## src/hdl/rgbhsl_pkg.sv

```systemverilog
package rgbhsl_pkg;

  localparam int CH_W               = 8;
  localparam int HUE_W              = 16;
  localparam int SAT_W              = 17;
  localparam int LIG_W              = 17;
  localparam int FRACTION_BITS_DEF  = 16;

  localparam int SUM_W  = CH_W + 1;
  localparam int HDEN_W = CH_W + 3;
  localparam int SDEN_W = CH_W;
  localparam int LDEN_W = SUM_W;

  localparam logic [SUM_W-1:0]  HALF_SUM = 9'd255;
  localparam logic [LDEN_W-1:0] LIG_DEN  = 9'd510;

  typedef enum logic [1:0] {
    MAX_RED,
    MAX_GREEN,
    MAX_BLUE
  } max_sel_t;

endpackage

```

## src/hdl/rgbhsl_div.sv

```systemverilog
module rgbhsl_div #(
  parameter int W  = 8,
  parameter int QW = 18
) (
  input  logic          clk,
  input  logic          en,
  input  logic [W-1:0]  num,
  input  logic [W-1:0]  den,
  output logic [QW-1:0] quo
);

  logic [W-1:0]  rem_s [QW];
  logic [W-1:0]  den_s [QW];
  logic [QW-1:0] quo_s [QW];

  for (genvar k = 0; k < QW; k++) begin : g_stage
    logic [W:0]    part;
    logic [W-1:0]  dsrc;
    logic [QW-1:0] qprev;
    logic [W:0]    diff;
    logic          qbit;

    if (k == 0) begin : g_first
      assign part  = {1'b0, num};
      assign dsrc  = den;
      assign qprev = '0;
    end else begin : g_next
      assign part  = {rem_s[k-1], 1'b0};
      assign dsrc  = den_s[k-1];
      assign qprev = quo_s[k-1];
    end

    assign diff = part - {1'b0, dsrc};
    assign qbit = (part >= {1'b0, dsrc});

    always_ff @(posedge clk) begin
      if (en) begin
        rem_s[k] <= qbit ? diff[W-1:0] : part[W-1:0];
        den_s[k] <= dsrc;
        quo_s[k] <= {qprev[QW-2:0], qbit};
      end
    end
  end

  assign quo = quo_s[QW-1];

endmodule

```

## src/hdl/rgb_to_hsl_convert.sv

```systemverilog
// RGB to HSL converter for an ARGB pixel stream.
// The input channel carries one pixel per beat (alpha_in, red_in, green_in,
// blue_in) under in_valid/in_ready. The output channel carries one result
// per beat (alpha_out, hue, saturation, lightness) under out_valid/out_ready,
// in input order. Hue is a fraction of a turn, saturation and lightness run
// from 0 to 1, all with FRACTION_BITS fraction bits and rounded to nearest.
// Hue and saturation come from restoring dividers that resolve one quotient
// bit per pipeline stage; lightness divides by a constant and takes a
// reciprocal multiply with a small correction alongside them. The converter
// takes one pixel per cycle while the receiver does not stall.
// Reset clears every valid bit; in_ready is high from the first cycle after
// reset. When the receiver stalls, the whole pipeline holds and the output
// keeps its beat; a one-entry skid buffer takes one more input beat, then
// in_ready drops and comes back in the cycle after the stall clears.
module rgb_to_hsl_convert #(
  parameter int FRACTION_BITS = rgbhsl_pkg::FRACTION_BITS_DEF
) (
  input  logic                          clk,
  input  logic                          rst,
  input  logic                          in_valid,
  output logic                          in_ready,
  input  logic [rgbhsl_pkg::CH_W-1:0]   alpha_in,
  input  logic [rgbhsl_pkg::CH_W-1:0]   red_in,
  input  logic [rgbhsl_pkg::CH_W-1:0]   green_in,
  input  logic [rgbhsl_pkg::CH_W-1:0]   blue_in,
  output logic                          out_valid,
  input  logic                          out_ready,
  output logic [rgbhsl_pkg::CH_W-1:0]   alpha_out,
  output logic [rgbhsl_pkg::HUE_W-1:0]  hue,
  output logic [rgbhsl_pkg::SAT_W-1:0]  saturation,
  output logic [rgbhsl_pkg::LIG_W-1:0]  lightness
);
  import rgbhsl_pkg::*;

  localparam int QW     = FRACTION_BITS + 2;
  localparam int LQ_W   = FRACTION_BITS + 1;
  localparam int LIG_SH = LDEN_W;
  localparam int LP_W   = LDEN_W + LQ_W;
  localparam int LR_W   = FRACTION_BITS + LDEN_W + 1;
  localparam logic [LQ_W-1:0] LIG_RECIP =
    LQ_W'((64'd1 << (FRACTION_BITS + LIG_SH)) / 64'(LIG_DEN));

  logic en;

  logic            skid_v;
  logic [CH_W-1:0] skid_a, skid_r, skid_g, skid_b;

  logic            src_v;
  logic [CH_W-1:0] src_a, src_r, src_g, src_b;
  max_sel_t        sel_next;
  logic [CH_W-1:0] mx, mn;

  logic             v1;
  logic [CH_W-1:0]  a1, r1, g1, b1, delta1;
  logic [SUM_W-1:0] sum1;
  max_sel_t         sel1;

  logic [HDEN_W-1:0] d6, hnum_next;
  logic [SDEN_W-1:0] sden_next;

  logic              v2, grey2;
  logic [CH_W-1:0]   a2;
  logic [HDEN_W-1:0] hnum2, hden2;
  logic [SDEN_W-1:0] snum2, sden2;
  logic [SUM_W-1:0]  lnum2;

  logic [LP_W-1:0]   lprod;
  logic [LQ_W-1:0]   lest0, lest1, lig_next;
  logic [LDEN_W-1:0] lsum0;
  logic [LR_W-1:0]   lrem_next, lrem1;
  logic [LQ_W-1:0]   ld [2:QW-1];

  logic            vd [QW];
  logic            gd [QW];
  logic [CH_W-1:0] ad [QW];

  logic [QW-1:0] hq, sq;
  logic [QW-1:0] h_inc, s_inc;

  assign en       = !out_valid || out_ready;
  assign in_ready = !skid_v;

  always_ff @(posedge clk) begin
    if (rst) begin
      skid_v <= 1'b0;
    end else if (en) begin
      skid_v <= 1'b0;
    end else if (in_valid && !skid_v) begin
      skid_v <= 1'b1;
    end
  end

  always_ff @(posedge clk) begin
    if (!en && in_valid && !skid_v) begin
      skid_a <= alpha_in;
      skid_r <= red_in;
      skid_g <= green_in;
      skid_b <= blue_in;
    end
  end

  always_comb begin
    src_v = skid_v || in_valid;
    src_a = skid_v ? skid_a : alpha_in;
    src_r = skid_v ? skid_r : red_in;
    src_g = skid_v ? skid_g : green_in;
    src_b = skid_v ? skid_b : blue_in;
    if (src_r >= src_g && src_r >= src_b) begin
      sel_next = MAX_RED;
      mx       = src_r;
    end else if (src_g >= src_b) begin
      sel_next = MAX_GREEN;
      mx       = src_g;
    end else begin
      sel_next = MAX_BLUE;
      mx       = src_b;
    end
    mn = src_r;
    if (src_g < mn) mn = src_g;
    if (src_b < mn) mn = src_b;
  end

  always_ff @(posedge clk) begin
    if (rst) begin
      v1 <= 1'b0;
    end else if (en) begin
      v1 <= src_v;
    end
  end

  always_ff @(posedge clk) begin
    if (en) begin
      a1     <= src_a;
      r1     <= src_r;
      g1     <= src_g;
      b1     <= src_b;
      sel1   <= sel_next;
      delta1 <= mx - mn;
      sum1   <= {1'b0, mx} + {1'b0, mn};
    end
  end

  always_comb begin
    d6 = HDEN_W'({delta1, 2'b00}) + HDEN_W'({delta1, 1'b0});
    case (sel1)
      MAX_RED: begin
        if (g1 >= b1) begin
          hnum_next = HDEN_W'(g1) - HDEN_W'(b1);
        end else begin
          hnum_next = d6 + HDEN_W'(g1) - HDEN_W'(b1);
        end
      end
      MAX_GREEN: hnum_next = HDEN_W'({delta1, 1'b0}) + HDEN_W'(b1) - HDEN_W'(r1);
      MAX_BLUE:  hnum_next = HDEN_W'({delta1, 2'b00}) + HDEN_W'(r1) - HDEN_W'(g1);
      default:   hnum_next = '0;
    endcase
    if (sum1 < HALF_SUM) begin
      sden_next = sum1[SDEN_W-1:0];
    end else begin
      sden_next = SDEN_W'(LIG_DEN - sum1);
    end
  end

  always_ff @(posedge clk) begin
    if (rst) begin
      v2 <= 1'b0;
    end else if (en) begin
      v2 <= v1;
    end
  end

  always_ff @(posedge clk) begin
    if (en) begin
      a2    <= a1;
      grey2 <= (delta1 == '0);
      hnum2 <= hnum_next;
      hden2 <= d6;
      snum2 <= delta1;
      sden2 <= sden_next;
      lnum2 <= sum1;
    end
  end

  rgbhsl_div #(.W(HDEN_W), .QW(QW)) u_hue_div (
    .clk (clk),
    .en  (en),
    .num (hnum2),
    .den (hden2),
    .quo (hq)
  );

  rgbhsl_div #(.W(SDEN_W), .QW(QW)) u_sat_div (
    .clk (clk),
    .en  (en),
    .num (snum2),
    .den (sden2),
    .quo (sq)
  );

  // The reciprocal estimate falls short of the rounded quotient by at most
  // two, and the remainder against the divisor says by how much.
  assign lprod = LP_W'(lnum2) * LP_W'(LIG_RECIP);

  always_comb begin
    lrem_next = {1'b0, lsum0, {FRACTION_BITS{1'b0}}} + LR_W'(HALF_SUM)
                - LR_W'(lest0) * LR_W'(LIG_DEN);
    if (lrem1 >= LR_W'({LIG_DEN, 1'b0})) begin
      lig_next = lest1 + LQ_W'(2);
    end else if (lrem1 >= LR_W'(LIG_DEN)) begin
      lig_next = lest1 + LQ_W'(1);
    end else begin
      lig_next = lest1;
    end
  end

  always_ff @(posedge clk) begin
    if (en) begin
      lest0 <= lprod[LP_W-1:LIG_SH];
      lsum0 <= lnum2;
      lest1 <= lest0;
      lrem1 <= lrem_next;
      ld[2] <= lig_next;
      for (int k = 3; k < QW; k++) begin
        ld[k] <= ld[k-1];
      end
    end
  end

  always_ff @(posedge clk) begin
    if (rst) begin
      for (int k = 0; k < QW; k++) begin
        vd[k] <= 1'b0;
      end
    end else if (en) begin
      vd[0] <= v2;
      for (int k = 1; k < QW; k++) begin
        vd[k] <= vd[k-1];
      end
    end
  end

  always_ff @(posedge clk) begin
    if (en) begin
      gd[0] <= grey2;
      ad[0] <= a2;
      for (int k = 1; k < QW; k++) begin
        gd[k] <= gd[k-1];
        ad[k] <= ad[k-1];
      end
    end
  end

  // The dividers return one extra fraction bit; adding one and dropping it
  // rounds to nearest with halves going up.
  assign h_inc = hq + 1'b1;
  assign s_inc = sq + 1'b1;

  always_ff @(posedge clk) begin
    if (rst) begin
      out_valid <= 1'b0;
    end else if (en) begin
      out_valid <= vd[QW-1];
    end
  end

  always_ff @(posedge clk) begin
    if (en) begin
      alpha_out  <= ad[QW-1];
      hue        <= gd[QW-1] ? '0 : HUE_W'(h_inc[FRACTION_BITS:1]);
      saturation <= gd[QW-1] ? '0 : SAT_W'(s_inc[QW-1:1]);
      lightness  <= LIG_W'(ld[QW-1]);
    end
  end

endmodule

```

## config.mk

```make
export PLATFORM = sky130hd
export DESIGN_NAME = rgb_to_hsl_convert
export DESIGN_NICKNAME = d
export VERILOG_FILES = /design/src/hdl/rgbhsl_pkg.sv /design/src/hdl/rgbhsl_div.sv /design/src/hdl/rgb_to_hsl_convert.sv
export SDC_FILE = /design/constraint.sdc
export NUM_CORES = 2
export LEC_CHECK = 0
export BUFFER_PORTS_ARGS = -buffer_cell sky130_fd_sc_hd__buf_2
export CORE_UTILIZATION = 50
export DETAILED_ROUTE_END_ITERATION = 12
export HOLD_SLACK_MARGIN = 0.05
export PLACE_DENSITY = 0.66
export SYNTH_ARGS = -nofsm -noshare
export SYNTH_HDL_FRONTEND = slang
export SYNTH_SLANG_ARGS = --single-unit
```

## constraint.sdc

```tcl
create_clock -name clk -period 67.9 [get_ports clk]
set_clock_uncertainty 0.15 [all_clocks]
set_input_delay 3.395 -clock clk [delete_from_list [all_inputs] [get_ports clk]]
set_output_delay 3.395 -clock clk [all_outputs]
set_load 0.005 [all_outputs]
```

==> results.toml <==
[grt]
gr-usage-all-layers_pct = 15.4
grt_pass1_vias = 40300
grt_first_pass_wirelength_um = 190000
antenna_found_initial = 0
overflow = 0
grt_max_degree = 222

[floorplanning]
die_w_um = 388
design.die.area_um2 = 151000
core_region_area_um2 = 148000
die_h_um = 388
num_io_pins = 96
rows = 141
start_util_pct = 50.5

[yosys]
yosysWarnings = 0
yosysTopAreaCellShare_pct = 65.2
syn_nets = 5974
syn_inst = 5322
ys_seq_area_share_pct = 65.3
yosysTopAreaCell = "edfxtp_1"
async_reset_ff_share_pct = 0
synthesis.area_um2 = 74700
synth_edf_count = 1621
synth-seq-cells = 1625
syn_area_per_cell_um2 = 14.0
synth.top_cells.by_area = "edfxtp_1 65%, ha_1 8.1%, inv_1 3.8%"
ys.flop_type = "edfxtp_1"
synth_cell_type_count = 72

[detailed_routing]
drt-vias-per-instance = 5.15
wirelength_um = 116000
via_count = 39200
drc_errors = 0
antenna_left = 0
drtIter0Drc = 1510
routedWlPerCell_um = 15.2
drtPass1Iterations = 7

[worst_setup_path]
cp.arrival_ps = 8830
crit_fanout = 16
cp.required_ps = 68260
critPathLaunchType = "input port"
path_class = "in2reg"
end_kind = "register"

[final_layout]
layout-drive-gt1-share_pct = 8.30
area_delta_synth_final_pct = 11.1
fillers = 11700
num_antenna_cells = 0
nNetsFinal = 6203

[timing]
tightestPinTransition_ps = 1120
slew_viol_final = 0
hold_viol_final = 0
fin_crit_sh_pct = 12.5
fmax_ghz = 0.118
finalSetupTns_ps = 0
rsz0062_at_grt = "false"
whs_ps = 235
setup_viol = 0
slew_headroom_pct = 25.0
finalCriticalPeriod_ps = 8470

[placement]
place.gp.congestion = 0.845
dpl.hpwl_um = 82000
io_buffer_count = 95

[min_path]
hp-class = "reg2reg"

[clocking]
cts_tree = "done"
clk_pin_slew_ps = 60
cts_resized = 0
clk_latency_ps = 790
cts_max_path_buffers = 3
cts_sinks = 1625
post_cts_buffers = 0
root_buffer = "clkbuf_16"
numCtsBuffers = 165
htree_levels = 4
cts_hold_buf = 0

[run_status]
status = "complete, no violations"

[run]
cap_violations = 0
-- cell type report --
cell class / instances / area, um2 / area share (%)
Inverter: 761 / 2860 / 3.45
Tap cell: 1930 / 2410 / 2.91
Clock buffer: 205 / 4300 / 5.18
Timing Repair Buffer: 118 / 661 / 0.796
Clock inverter: 98 / 1120 / 1.35
Sequential cell: 1625 / 48800 / 58.8
Multi-Input combinational cell: 2880 / 22900 / 27.5
-- sequential cells by signal, indices dropped and copies added (netlist names), 11 cells and up, named ones only --
signal           cells
ld                 272
u_hue_div.rem_s    171
u_sat_div.quo_s    171
u_hue_div.den_s    154
u_hue_div.quo_s    153
ad                 144
u_sat_div.den_s    135
u_sat_div.rem_s    135
lrem1               25
gd                  18
vd                  18
lightness           17
saturation          17
hue                 16
lest0               12
lest1               12
hnum2               11
-- final timing paths --
path / startpoint / to / slack [ps] / cells after the start
max: green_in[1] / sum1[7] / 59430 / 25
min: u_hue_div.quo_s[11][0] / u_hue_div.quo_s[12][1] / 230 / 0
max reg2reg: lest0[10] / lrem1[25] / 60550 / 25
min reg2reg: u_hue_div.quo_s[11][0] / u_hue_div.quo_s[12][1] / 230 / 0
-- logic make-up after synthesis --
group / synth area share, %
DFF: 65.3
and+or+nand+nor: 6.27
AOI/OAI and AO/OA: 7.24
buffers and inverters: 4.12
adders and majority gates: 11.7
xor gates and xnor gates: 3.18
muxes: 2.23
other: 0.00502
-- critical path: stages --
cell and delay (ps):
buf_2 100, mux2_2 330, ha_1 310, nor2b_1 140, o21a_1 120, o21a_1 110
nor2_1 60, o21ai_1 770, o21ai_0 350, ha_1 380, a21o_1 180, a21o_1 160
a21oi_1 210, nand2_1 70, a31o_2 370, mux2i_1 310, ha_1 300, a21oi_1 160
nor2_1 60, nor2_1 160, o21ai_0 120, a21oi_1 270, o21bai_1 110, a21oi_1 200
xnor2_1 80
-- Yosys cell counts (all sizes together) (71+ instances only) --
| cell type | number |
|---|---|
| nor2 | 259 |
| fa | 133 |
| mux2 | 101 |
| nand4 | 71 |
| nor2b | 75 |
| edfxtp | 1621 |
| nand2 | 302 |
| inv | 761 |
| o21ai | 300 |
| a21oi | 193 |
| xor2 | 135 |
| xnor2 | 136 |
| ha | 483 |
| a21o | 91 |
-- routing by layer --
layer	wire length [um]	vias to the layer above	global-route usage (%)
met2	62800	528	29.4
met5	0	-	0
met1	46100	18900	16.7
li1	-	19600	-
met4	3750	0	6.37
met3	3460	238	2.67
-- cells in the final DEF, fill, tap and decap left out, types with 135 or more instances in the layout --
| cell type | n |
|---|---|
| a21oi_1 | 192 |
| xor2_1 | 135 |
| ha_1 | 483 |
| o21ai_0 | 293 |
| xnor2_1 | 136 |
| nand2_1 | 302 |
| inv_1 | 760 |
| edfxtp_1 | 1621 |
| clkbuf_16 | 165 |
| nor2_1 | 258 |
-- metrics by stage --
stage	cell area (um2)	setup WS, ps	cells	util [%]
final	83000	59430	7617	56.1
after global routing	83000	58950	7617	56.1
after CTS	83000	59500	7617	56.1
after detailed placement	77500	58670	7314	52.4
after global placement	77500	58710	7314	52.4
after floorplan	74700	31920	5322	-
Power is not shown: default switching activity piles up to over one toggle a cycle in this logic, so the estimate is an artifact.
